==> src/hw/rtl/assert_macros.svh <==
// Assertion helpers shared by the RTL; clock clk, reset arst_n in scope.
`ifndef ASSERT_MACROS_SVH
`define ASSERT_MACROS_SVH

// Condition holds on every edge outside reset.
`define ASSERT_ALWAYS(lbl, cond) \
	lbl: assert property (@(posedge clk) disable iff (!arst_n) (cond)) \
		else $error("assertion failed: always");

// Consequent holds in the same cycle as the antecedent.
`define ASSERT_IMPLIES(lbl, ante, cons) \
	lbl: assert property (@(posedge clk) disable iff (!arst_n) (ante) |-> (cons)) \
		else $error("assertion failed: implication");

// Consequent holds in the cycle after the antecedent.
`define ASSERT_NEXT(lbl, ante, cons) \
	lbl: assert property (@(posedge clk) disable iff (!arst_n) (ante) |=> (cons)) \
		else $error("assertion failed: next cycle");

`endif

==> src/hw/rtl/sfb_pkg.sv <==
package sfb_pkg;

	localparam int DATA_BYTES_DEF = 32;
	localparam int QUEUE_DEPTH    = 4;

	localparam logic [7:0]  HDR_START  = 8'hA8;
	localparam logic [7:0]  HDR_STATUS = 8'h03;
	localparam logic [7:0]  HDR_CHANS  = 8'h12;
	localparam logic [7:0]  ZERO_BYTE  = 8'h00;
	localparam logic [15:0] CRC_POLY   = 16'h1021;

	typedef struct packed {
		logic [7:0] data;
		logic [7:0] func;
		logic       first;
		logic       last;
	} sfb_item_t;

	typedef enum logic [3:0] {
		ST_H0,
		ST_H1,
		ST_H2,
		ST_DATA,
		ST_FUNC,
		ST_Z0,
		ST_Z1,
		ST_Z2,
		ST_CRCH,
		ST_CRCL
	} sfb_step_t;

	// CRC-16, polynomial 0x1021, MSB first, one byte folded in.
	function automatic logic [15:0] crc_byte(input logic [15:0] crc, input logic [7:0] b);
		logic [15:0] c;
		c = crc ^ {b, 8'h00};
		for (int k = 0; k < 8; k++) begin
			if (c[15]) begin
				c = {c[14:0], 1'b0} ^ CRC_POLY;
			end else begin
				c = {c[14:0], 1'b0};
			end
		end
		return c;
	endfunction

endpackage

==> src/hw/rtl/sfb_front.sv <==
module sfb_front import sfb_pkg::*; #(
	parameter int DATA_BYTES = DATA_BYTES_DEF
) (
	input  logic       clk,
	input  logic       arst_n,
	input  logic       in_valid,
	output logic       in_ready,
	input  logic [7:0] data_byte,
	input  logic [7:0] function_code,
	input  logic       q_full,
	output logic       q_push,
	output sfb_item_t  q_item
);

	localparam int POS_W = (DATA_BYTES > 1) ? $clog2(DATA_BYTES) : 1;
	localparam logic [POS_W-1:0] POS_LAST = POS_W'(DATA_BYTES - 1);

	logic [POS_W-1:0] pos_q;

	assign in_ready = !q_full;
	assign q_push   = in_valid && !q_full;

	always_comb begin
		q_item.data  = data_byte;
		q_item.func  = function_code;
		q_item.first = (pos_q == '0);
		q_item.last  = (pos_q == POS_LAST);
	end

	// Advance the frame position on every accepted beat, wrap after the last.
	always_ff @(posedge clk or negedge arst_n) begin
		if (!arst_n) begin
			pos_q <= '0;
		end else if (q_push) begin
			if (pos_q == POS_LAST) begin
				pos_q <= '0;
			end else begin
				pos_q <= pos_q + 1'b1;
			end
		end
	end

endmodule

==> src/hw/rtl/sfb_queue.sv <==
`include "assert_macros.svh"

module sfb_queue import sfb_pkg::*; #(
	parameter int DEPTH = QUEUE_DEPTH
) (
	input  logic      clk,
	input  logic      arst_n,
	input  logic      push,
	input  sfb_item_t push_item,
	output logic      full,
	input  logic      pop,
	output logic      pop_valid,
	output sfb_item_t pop_item
);

	localparam int PTR_W = (DEPTH > 1) ? $clog2(DEPTH) : 1;
	localparam int CNT_W = $clog2(DEPTH + 1);
	localparam logic [PTR_W-1:0] PTR_LAST = PTR_W'(DEPTH - 1);
	localparam logic [CNT_W-1:0] CNT_FULL = CNT_W'(DEPTH);

	sfb_item_t        mem_q [DEPTH];
	logic [PTR_W-1:0] wr_ptr_q;
	logic [PTR_W-1:0] rd_ptr_q;
	logic [CNT_W-1:0] count_q;

	assign full      = (count_q == CNT_FULL);
	assign pop_valid = (count_q != '0);
	assign pop_item  = mem_q[rd_ptr_q];

	always_ff @(posedge clk) begin
		if (push) begin
			mem_q[wr_ptr_q] <= push_item;
		end
	end

	always_ff @(posedge clk or negedge arst_n) begin
		if (!arst_n) begin
			wr_ptr_q <= '0;
			rd_ptr_q <= '0;
			count_q  <= '0;
		end else begin
			if (push) begin
				wr_ptr_q <= (wr_ptr_q == PTR_LAST) ? '0 : wr_ptr_q + 1'b1;
			end
			if (pop) begin
				rd_ptr_q <= (rd_ptr_q == PTR_LAST) ? '0 : rd_ptr_q + 1'b1;
			end
			if (push && !pop) begin
				count_q <= count_q + 1'b1;
			end else if (pop && !push) begin
				count_q <= count_q - 1'b1;
			end
		end
	end

	`ASSERT_IMPLIES(a_no_push_full, push, !full)
	`ASSERT_IMPLIES(a_no_pop_empty, pop, pop_valid)
	`ASSERT_ALWAYS(a_count_bound, count_q <= CNT_FULL)

endmodule

==> src/hw/rtl/sfb_back.sv <==
`include "assert_macros.svh"

module sfb_back import sfb_pkg::*; (
	input  logic       clk,
	input  logic       arst_n,
	input  logic       q_valid,
	input  sfb_item_t  q_item,
	output logic       q_pop,
	output logic       out_valid,
	input  logic       out_ready,
	output logic [7:0] frame_byte,
	output logic       run_last,
	output logic       frame_last
);

	sfb_step_t   step_q;
	sfb_step_t   step_d;
	sfb_step_t   step_nx;
	logic        active_q;
	logic        active_d;
	sfb_item_t   item_q;
	logic [15:0] crc_q;
	logic [15:0] crc_base;
	logic        crc_upd;
	logic [7:0]  byte_c;
	logic        run_last_c;
	logic        frame_last_c;
	logic        advance;
	logic        item_done;

	logic       out_valid_q;
	logic [7:0] frame_byte_q;
	logic       run_last_q;
	logic       frame_last_q;

	assign out_valid  = out_valid_q;
	assign frame_byte = frame_byte_q;
	assign run_last   = run_last_q;
	assign frame_last = frame_last_q;

	always_comb begin
		byte_c       = ZERO_BYTE;
		run_last_c   = 1'b0;
		frame_last_c = 1'b0;
		crc_upd      = 1'b1;
		crc_base     = crc_q;
		step_nx      = ST_DATA;
		case (step_q)
			ST_H0: begin
				byte_c   = HDR_START;
				crc_base = '0;
				step_nx  = ST_H1;
			end
			ST_H1: begin
				byte_c  = HDR_STATUS;
				step_nx = ST_H2;
			end
			ST_H2: begin
				byte_c  = HDR_CHANS;
				step_nx = ST_DATA;
			end
			ST_DATA: begin
				byte_c = item_q.data;
				if (item_q.last) begin
					step_nx = ST_FUNC;
				end else begin
					run_last_c = 1'b1;
				end
			end
			ST_FUNC: begin
				byte_c  = item_q.func;
				step_nx = ST_Z0;
			end
			ST_Z0: step_nx = ST_Z1;
			ST_Z1: step_nx = ST_Z2;
			ST_Z2: step_nx = ST_CRCH;
			ST_CRCH: begin
				byte_c  = crc_q[15:8];
				crc_upd = 1'b0;
				step_nx = ST_CRCL;
			end
			ST_CRCL: begin
				byte_c       = crc_q[7:0];
				crc_upd      = 1'b0;
				run_last_c   = 1'b1;
				frame_last_c = 1'b1;
			end
			default: begin
				crc_upd = 1'b0;
			end
		endcase

		advance   = active_q && (!out_valid_q || out_ready);
		item_done = advance && run_last_c;
		// Take the next item as the current one retires, so beats run gap-free.
		q_pop     = q_valid && (!active_q || item_done);

		step_d   = step_q;
		active_d = active_q;
		if (q_pop) begin
			step_d   = q_item.first ? ST_H0 : ST_DATA;
			active_d = 1'b1;
		end else if (item_done) begin
			active_d = 1'b0;
		end else if (advance) begin
			step_d = step_nx;
		end
	end

	always_ff @(posedge clk or negedge arst_n) begin
		if (!arst_n) begin
			step_q      <= ST_DATA;
			active_q    <= 1'b0;
			crc_q       <= '0;
			out_valid_q <= 1'b0;
		end else begin
			step_q   <= step_d;
			active_q <= active_d;
			if (advance && crc_upd) begin
				crc_q <= crc_byte(crc_base, byte_c);
			end
			if (advance) begin
				out_valid_q <= 1'b1;
			end else if (out_ready) begin
				out_valid_q <= 1'b0;
			end
		end
	end

	always_ff @(posedge clk) begin
		if (q_pop) begin
			item_q <= q_item;
		end
		if (advance) begin
			frame_byte_q <= byte_c;
			run_last_q   <= run_last_c;
			frame_last_q <= frame_last_c;
		end
	end

	`ASSERT_IMPLIES(a_frame_end_ends_run, out_valid_q && frame_last_q, run_last_q)
	`ASSERT_NEXT(a_crc_high_then_low, advance && step_q == ST_CRCH, step_q == ST_CRCL)
	`ASSERT_IMPLIES(a_pop_only_when_free, q_pop, !active_q || item_done)

endmodule

==> src/hw/rtl/sumd_frame_builder_unit.sv <==
// Channel | Handshake           | Payload
// in      | in_valid, in_ready  | data_byte, function_code
// out     | out_valid, out_ready| frame_byte, run_last, frame_last
//
// One frame byte leaves per cycle unless the output stalls or the queue runs
// dry; an item yields 4 bytes at frame start, 7 at frame end and 1 otherwise,
// so a frame has DATA_BYTES + 9 bytes. The back sequencer's single byte per
// cycle sets that rate; the front takes a beat per cycle while the four-entry
// queue has room. Beats pass the queue and item_q before the output register.
// Reset (arst_n low) empties the queue and restarts at the frame's first byte.
// A stalled output holds its beat; the front keeps filling the queue meanwhile.
module sumd_frame_builder_unit import sfb_pkg::*; #(
	parameter int DATA_BYTES = DATA_BYTES_DEF
) (
	input  logic       clk,
	input  logic       arst_n,
	input  logic       in_valid,
	output logic       in_ready,
	input  logic [7:0] data_byte,
	input  logic [7:0] function_code,
	output logic       out_valid,
	input  logic       out_ready,
	output logic [7:0] frame_byte,
	output logic       run_last,
	output logic       frame_last
);

	logic      q_full;
	logic      q_push;
	sfb_item_t q_push_item;
	logic      q_pop;
	logic      q_valid;
	sfb_item_t q_pop_item;

	sfb_front #(
		.DATA_BYTES(DATA_BYTES)
	) u_front (
		.clk          (clk),
		.arst_n       (arst_n),
		.in_valid     (in_valid),
		.in_ready     (in_ready),
		.data_byte    (data_byte),
		.function_code(function_code),
		.q_full       (q_full),
		.q_push       (q_push),
		.q_item       (q_push_item)
	);

	sfb_queue #(
		.DEPTH(QUEUE_DEPTH)
	) u_queue (
		.clk      (clk),
		.arst_n   (arst_n),
		.push     (q_push),
		.push_item(q_push_item),
		.full     (q_full),
		.pop      (q_pop),
		.pop_valid(q_valid),
		.pop_item (q_pop_item)
	);

	sfb_back u_back (
		.clk       (clk),
		.arst_n    (arst_n),
		.q_valid   (q_valid),
		.q_item    (q_pop_item),
		.q_pop     (q_pop),
		.out_valid (out_valid),
		.out_ready (out_ready),
		.frame_byte(frame_byte),
		.run_last  (run_last),
		.frame_last(frame_last)
	);

endmodule
==> config.mk <==
export PLATFORM = sky130hd
export DESIGN_NAME = sumd_frame_builder_unit
export DESIGN_NICKNAME = d
export VERILOG_FILES = /design/src/hw/rtl/sfb_pkg.sv /design/src/hw/rtl/sfb_front.sv /design/src/hw/rtl/sfb_queue.sv /design/src/hw/rtl/sfb_back.sv /design/src/hw/rtl/sumd_frame_builder_unit.sv
export VERILOG_INCLUDE_DIRS = /design/src /design/src/hw/rtl
export SDC_FILE = /design/constraint.sdc
export NUM_CORES = 1
export LEC_CHECK = 0
export ABC_AREA = 0
export BUFFER_PORTS_ARGS = -buffer_cell sky130_fd_sc_hd__buf_2
export CORE_MARGIN = 10
export CORE_UTILIZATION = 50
export DETAILED_ROUTE_END_ITERATION = 7
export PLACE_DENSITY = 0.64
export RECOVER_POWER = 50
export SKIP_CTS_REPAIR_TIMING = 1
export SLEW_MARGIN = 20
export SYNTH_ARGS = -nofsm -noshare
export SYNTH_HDL_FRONTEND = slang
export SYNTH_SLANG_ARGS = --single-unit
==> constraint.sdc <==
create_clock -name clk -period 6.42 [get_ports clk]
set_input_delay 1.284 -clock clk [delete_from_list [all_inputs] [get_ports clk]]
set_output_delay 1.284 -clock clk [all_outputs]
set_load 0.02 [all_outputs]
## Word level (Yosys, flattened, before mapping)

Memories as Yosys holds them, arrays and structs flattened.
Cells that the tools add are included.

| storage, ports and cells | value |
|---|---|
| bits in registers | 61 |
| RAM bits | 72 |
| input port bits | 20 |
| output and inout port bits | 12 |
| logic and storage cells | 104 |
| memories kept | 1 |

| cells by class | value |
|---|---|
| add/subtract/negate cells | 5 |
| equal/unequal tests | 14 |
| mux-type cells | 38 |
| bitwise operators | 9 |
| reductions and logical operators | 23 |

Memory list:

| memory | depth | bits a word | read ports | clocked after Yosys merged registers in | wr ports | line | RTL |
|---|---|---|---|---|---|---|---|
| u_queue.mem_q | 4 | 18 | 1 | 0 | 1 | sfb_queue.sv:21 | `sfb_item_t mem_q [DEPTH];` |

Operator list:

| cell | number |
|---|---|
| 2-to-1 mux 16 bit | 8 |
| 2-to-1 mux 13 bit | 8 |
| one-hot mux 8 bit (7 select lines) | 1 |
| one-hot mux 4 bit (8 select lines) | 1 |
| NOT 3 bit | 8 |
| equality test 4 x 3 -> 1 bit, second input constant | 4 |
| XOR 16 bit | 1 |
| 2-to-1 mux 4 bit | 3 |
| 2-to-1 mux 1 bit | 9 |
| 2-to-1 mux 3 bit | 3 |
| equality test 4 x 2 -> 1 bit, second input constant | 2 |
| equality test 4 bit, second input constant | 2 |
| nonzero test 2 bit | 4 |
| OR reduction 8 bit | 1 |
| logical AND 1 bit | 7 |
| 2-to-1 mux 2 bit | 3 |
| adder 5 x 1 -> 5 bit, second input constant | 1 |
| equality test 5 bit, second input constant | 1 |
| zero test 1 bit | 5 |
| zero test 5 bit | 1 |
| 2-to-1 mux 5 bit | 1 |
| adder 2 x 1 -> 2 bit, second input constant | 2 |
| equality test 2 bit, second input constant | 2 |
| equality test 4 x 1 -> 1 bit, second input constant | 1 |
| other kinds (9) | 10 |

## Depth between registers and ports, before layout

| depth | value |
|---|---|
| depth in word-level cells | 26 |
| mapped depth | 14 |
| gate-level depth less buffers | 12 |

## Cells and area by module

From an unflattened synthesis, not the netlist that was laid out.

| unflattened totals | value |
|---|---|
| cells, all modules | 432 |
| area total of the unflattened synthesis | 6097.1 um2 |

By module, submodules not included:

| module | times used | cells an instance | area each (um2) | sequential area each (um2) |
|---|---|---|---|---|
| sfb_queue | 1 | 131 | 3015.4 | 2337.2 |
| sfb_back | 1 | 255 | 2671.3 | 1363.8 |
| sfb_front | 1 | 46 | 410.4 | 125.1 |

## Least setup slack after synthesis

Ideal clock, no wire load.

| timing path | value |
|---|---|
| path type | input to register |
| start point | input out_ready |
| end point | register u_queue.count_q[1] |
| setup time | 0.125 ns |
| arrival time | 2.974 ns |
| required time | 6.295 ns |
| setup slack | 3.321 ns |
| cell stages on the path | 9 |
| path buffers | 1 |
| cells stage by stage | nand2b_1 a21bo_2 o31a_1 buf_2 inv_1 ha_1 inv_1 fa_1 mux2_2 |

| on the way | value |
|---|---|
| cells in the longest elaborated chain, start to end | 8 |
| elaborated cells on any way between the ends | 10 |
| those cells by class | mux (1); reduce/logical (9) |

Ends and longest elaborated chain:

| item | line | RTL |
|---|---|---|
| from (decl) | sumd_frame_builder_unit.sv:22 | `input logic out_ready,` |
| logical OR 1 bit (*) | sfb_back.sv:93 | `advance = active_q && (!out_valid_q \|\| out_ready);` |
| logical AND 1 bit (*) | sfb_back.sv:93 |  |
| logical AND 1 bit (*) | sfb_back.sv:94 | `item_done = advance && run_last_c;` |
| logical OR 1 bit (*) | sfb_back.sv:96 | `q_pop = q_valid && (!active_q \|\| item_done);` |
| logical AND 1 bit (*) | sfb_back.sv:96 |  |
| named net q_pop | sumd_frame_builder_unit.sv:31 | `logic q_pop;` |
| zero test 1 bit | sfb_queue.sv:48 | `if (push && !pop) begin` |
| logical AND 1 bit | sfb_queue.sv:48 |  |
| 2-to-1 mux 3 bit / nonzero test 2 bit (equally long branches) | - |  |
| to (signal assigned) | sfb_queue.sv:49 | `count_q <= count_q + 1'b1;` |
| to (signal assigned) | sfb_queue.sv:51 | `count_q <= count_q - 1'b1;` |
| to (decl) | sfb_queue.sv:24 | `logic [CNT_W-1:0] count_q;` |

Mark *: on every way through the listed nets, which the timed path passes. The rest lies on a longest branch.
A chain may end at the register's enable or synchronous reset.

## Final worst setup path

| timing path | value |
|---|---|
| start point | register u_back.step_q[0] |
| end point | register u_queue.count_q[1] |

| on the way | value |
|---|---|
| cells in the longest elaborated chain, start to end | 8 |
| elaborated cells on any way between the ends | 11 |
| those cells by class | eq/ne (2); mux (2); reduce/logical (7) |

Ends and longest elaborated chain:

| item | line | RTL |
|---|---|---|
| from (decl) | sfb_back.sv:16 | `sfb_step_t step_q;` |
| from (signal assigned) | sfb_back.sv:117 | `step_q <= step_d;` |
| equality test 4 bit / equality test 4 x 2 -> 1 bit (equally long branches) | sfb_back.sv:48 | `case (step_q)` |
| one-hot mux 1 bit (2 select lines) (*) | sfb_back.sv:48 |  |
| named net u_back.run_last_c | sfb_back.sv:26 | `logic run_last_c;` |
| logical AND 1 bit (*) | sfb_back.sv:94 |  |
| logical OR 1 bit (*) | sfb_back.sv:96 |  |
| logical AND 1 bit (*) | sfb_back.sv:96 |  |
| zero test 1 bit | sfb_queue.sv:48 |  |
| logical AND 1 bit | sfb_queue.sv:48 |  |
| 2-to-1 mux 3 bit / nonzero test 2 bit (equally long branches) | - |  |

Marked as above.

==> flow_results.org <==
** Floorplan
- The die is approximately 130 um wide.
- The initial utilization of the core area, before any placement, comes to 0.507.
- From bottom edge to top edge, the die measures roughly 130 um.
- After floorplanning, the core was divided into 39 placement rows.
- I/O pin count :: 32
- Die Outline Area :: approximately 16000 um^2
- After floorplanning, the core was sized to cover ~11000 um^2.

** Critical path
- Traced cell by cell, the critical path runs through inv_1 > nor3_1 > a21bo_2 > o31a_1 > buf_4 > inv_1 > ha_1 > inv_1 > fa_1 > mux2_2.
- Required time worst endpoint :: between 6000 and 7000 ps
- CP max FO :: 27
- In this run the critical register-to-register path is captured at u_queue.count_q[1].
- Delay of the slowest cell on the worst path :: 1120 ps
- Kind of critical path :: reg -> reg
- Across all register-to-register paths, the minimum setup slack is roughly 3200 ps.
- The worst setup path is captured at a flip-flop.
- Worst reg2reg path startpoint :: u_back.step_q[0]
- Arrival time of the worst setup path :: about 3600 ps
- The cell family contributing the most delay on the critical path is flip-flops.
- R2R cell count :: 10
- Library cell appearing most often on the critical path :: sky130_fd_sc_hd__inv_1
- Buf/Inv on CP :: 4
- CP Launch Type :: flip-flop
- On the critical path, the stage with the largest delay is an instance of sky130_fd_sc_hd__dfstp_1.

** Clocking
- After clock tree synthesis, the clock-pin slew on the worst setup and hold paths is 60 ps.
- Maximum buffer depth of the clock tree :: 2
- The H-tree was split into 4 levels.
- CTS buffer count :: 17
- Number of clock sinks :: 133
- Clock tree root buffer cell :: sky130_fd_sc_hd__clkbuf_16
- TritonCTS built the clock tree.
- The clock reaches the later pin of the worst-skew pair after slightly above 400 ps.

** Drt
- Summed over all layers, the routed wires come to ~10 mm.
- Drt pass-1 iters :: 5
- Summing over every cut layer, the via total after detailed routing is 3214.
- After detailed routing, the number of remaining DRC violations is 0.
- Number of routed nets with antenna violations :: 0
- Routed wire length per instance :: 17.5 um
- Via density :: between 5 and 6
- The detailed router finished its first iteration with approximately 340 violations.

** STA
- Count of final hold-check violations :: 0
- In the final timing run, aggregate negative setup slack is 0 ps.
- The clock arrives with 6.98 ps of skew.
- Setup repair after global routing left no endpoint under its margin.
- F_max :: about 310 MHz
- For the pin with the worst max-slew slack, the measured transition is between 1500 and 2000 ps.
- Post-route minimum period :: 3260 ps
- Post-route clock period utilization :: 0.508
- Setup violations remaining at the end of the flow were counted as 0.
- Max-slew violation count :: 35
- Worst relative slew slack :: -0.260

** Placed design
- Post-detail-place hpwl :: 6.58 mm
- Last weighted congestion value of the routability-driven placer :: between 0.8 and 0.9
- In this run the cell area measured after placement is roughly 6000 um^2.
- Input and output buffers added on the ports amount to 31.

** Power
- Dividing total power by cell area gives a power density of 559 nW/um^2.
- The analysis attributes to cell leakage a power of about 2.4 nW.
- The analysis attributes to net switching a power of ~1.3 mW.
- Cell internal power was estimated by the tool at roughly 2.4 mW.
- Largest vdd supply drop :: between 0.4 and 0.5 mV
- The share of total power dissipated in combinational logic is 0.366.
- Sequential group share of total power :: 0.393
- Share of total power consumed by net switching :: 0.351
- Relative contribution of the clock network to total power :: 0.241

** Global route
- Met1 global-route usage :: 0.155
- Summed over all layers, the global routing overflow is 0.
- The initial antenna violation count is 0.
- GR Util met3 :: 0.0459
- Grt peak-use layer :: met2
- Overall track demand over capacity in global routing :: 0.133
- Met2 usage :: 0.215
- Wire length of the first global-routing pass :: between 15 and 20 mm
- Largest net degree at the start of global routing :: 35
- Via count of the first global-routing pass :: 3358

** Synthesis
- Cell area after synthesis :: ~5800 um^2
- The number of nets handed over by synthesis was ~420.
- Of the total synthesized cell area, the portion taken by full adders, half adders and majority gates is 0.0230.
- Largest cells by area after synthesis :: sky130_fd_sc_hd__edfxtp_1, sky130_fd_sc_hd__dfrtp_1, sky130_fd_sc_hd__mux4_2
- Distinct cells, synth :: 54
- Xor and xnor fraction of the mapped netlist area :: 0.0488
- In this run the mean area of a mapped cell was about 15 um^2.
- Synthesis inferred approximately 130 register bits.
- In the synthesized netlist the dominant register cell turns out to be sky130_fd_sc_hd__edfxtp_1.
- Most area-hungry cell type in the Yosys netlist :: sky130_fd_sc_hd__edfxtp_1
- In the synthesized netlist, the cells that appear most often are sky130_fd_sc_hd__edfxtp_1, sky130_fd_sc_hd__nand2_1, sky130_fd_sc_hd__dfrtp_1, sky130_fd_sc_hd__o21ai_0, sky130_fd_sc_hd__mux4_2.
- Post-synth EDFFs :: between 90 and 100
- Simple-gate share of the synthesized area :: 0.0868
- The cell count after synthesis came out at around 400.
- Yosys warning total :: 0
- Proportion of register bits with asynchronous set or reset after synthesis :: 0.256
- The post-synthesis compound-gate area fraction was 0.0640.
- The portion of synthesized area spent on multiplexers is 0.0877.
- sky130_fd_sc_hd__edfxtp_1 is the most common cell in the netlist.
- The share of the Yosys chip area taken by registers is 0.664.
- Of the post-synthesis cell area, the dominant cell type holds 0.516.
- Combinational family with the most area after synthesis :: multiplexers

** Finish
- Relative area change from synthesis to final layout :: 13.2%
- Diode count :: 0
- Of the cells placed in the final design, the portion with a size suffix greater than 1 is 0.180.
- The net count of the finished layout is between 400 and 500.
- The finished cells cover about 6500 um^2.

** Run
- Max-cap violations in this run came to 1.

** Worst hold path
- Hold wc startpoint :: u_back.active_q
- Capture endpoint of the worst hold path :: u_back.out_valid
- Along the worst hold path, the cell count comes to 1.
- The worst hold path belongs to the class reg -> reg.

** Outcome
- Status :: finished with violations
- The final reports fail on max-capacitance violations, max-slew violations.
layer usage:
layer	wire [um]	share of wire	up-vias
met3	412	0.040	15
met2	5080	0.50	71
li1	-	-	1516
met4	167	0.016	0
met1	4510	0.44	1612
met5	0	0	-
power groups by stage:
| stage | combinational [mW] | clock [mW] | sequential, mW |
|---|---|---|---|
| after floorplan | 1.13 | 0 | 1.36 |
| after global routing | 1.47 | 0.935 | 1.47 |
| after global placement | 1.31 | 0 | 1.44 |
| after detailed placement | 1.36 | 0 | 1.45 |
| final | 1.34 | 0.878 | 1.43 |
| after CTS | 1.36 | 0.895 | 1.44 |
layout make-up:
cell class / count / area, um^2
clock inverter: 13 / 110
clock buffer: 19 / 433
timing repair buffer: 33 / 148
inverter: 14 / 52.6
fill: 913 / 4850
tap: 143 / 179
sequential: 133 / 3830
multi-input combinational: 226 / 1770
cells in the final DEF, fill, tap and decap left out, drive strengths merged, types with 2 or more instances in the layout:
cell | Yosys | routed
clkinv | 0 | 8
dfrtp | 32 | 32
dfstp | 2 | 2
clkbuf | 7 | 37
a21oi | 10 | 10
a32oi | 4 | 4
nand2 | 54 | 54
edfxtp | 99 | 99
a31oi | 2 | 2
o21ai | 34 | 34
nor2b | 4 | 4
nand3 | 5 | 5
xnor2 | 13 | 13
xor2 | 13 | 13
and3 | 6 | 6
nor3 | 2 | 2
buf | 11 | 15
nand2b | 3 | 3
mux4 | 18 | 18
inv | 14 | 15
nor2 | 14 | 14
ha | 9 | 9
mux2 | 8 | 8
or3 | 2 | 2
nand3b | 3 | 3
clkinvlp | 0 | 3
worst max path at each step:
stage / start / endpoint / slack (ps) / cells past startpoint
6_report: u_back.step_q[0] / u_queue.count_q[1] / 3160 / 10
5_1_grt: u_back.step_q[0] / u_queue.count_q[1] / 2920 / 10
4_1_cts: u_back.step_q[3] / u_queue.count_q[1] / 3360 / 11
3_5_place_dp: out_ready / u_back.crc_q[15] / 3010 / 7
3_3_place_gp: out_ready / u_back.crc_q[15] / 3180 / 7
2_1_floorplan: out_ready / u_queue.count_q[1] / 3320 / 9
registers in the layout, summed over array words and instances, names as in the netlist, 3 cells and up:
signal             count
u_back.frame_byte      8
u_back.crc_q          16
u_queue.count_q        3
u_front.pos_q          5
u_queue.mem_q         72
u_back.step_q          4
u_back.item_q         17
cell families after synthesis:
group,Yosys count
compound gates,60
fa+ha+maj,10
flops,133
simple gates,102
buf+inv,32
xor+xnor,27
mux,27
metrics by stage:
stage | instances | power (mW) | worst slack (ps) | hold slack, ps | utilization
after global routing | 581 | 3.88 | 2920 | 525 | 0.574
after CTS | 581 | 3.69 | 3360 | 493 | 0.577
after detailed placement | 549 | 2.81 | 3010 | 474 | 0.529
after global placement | 549 | 2.75 | 3180 | 469 | 0.529
final | 581 | 3.65 | 3160 | 483 | 0.574
after floorplan | 391 | 2.50 | 3320 | 447 | -
Note: power is estimated with default switching activity, not from simulation.
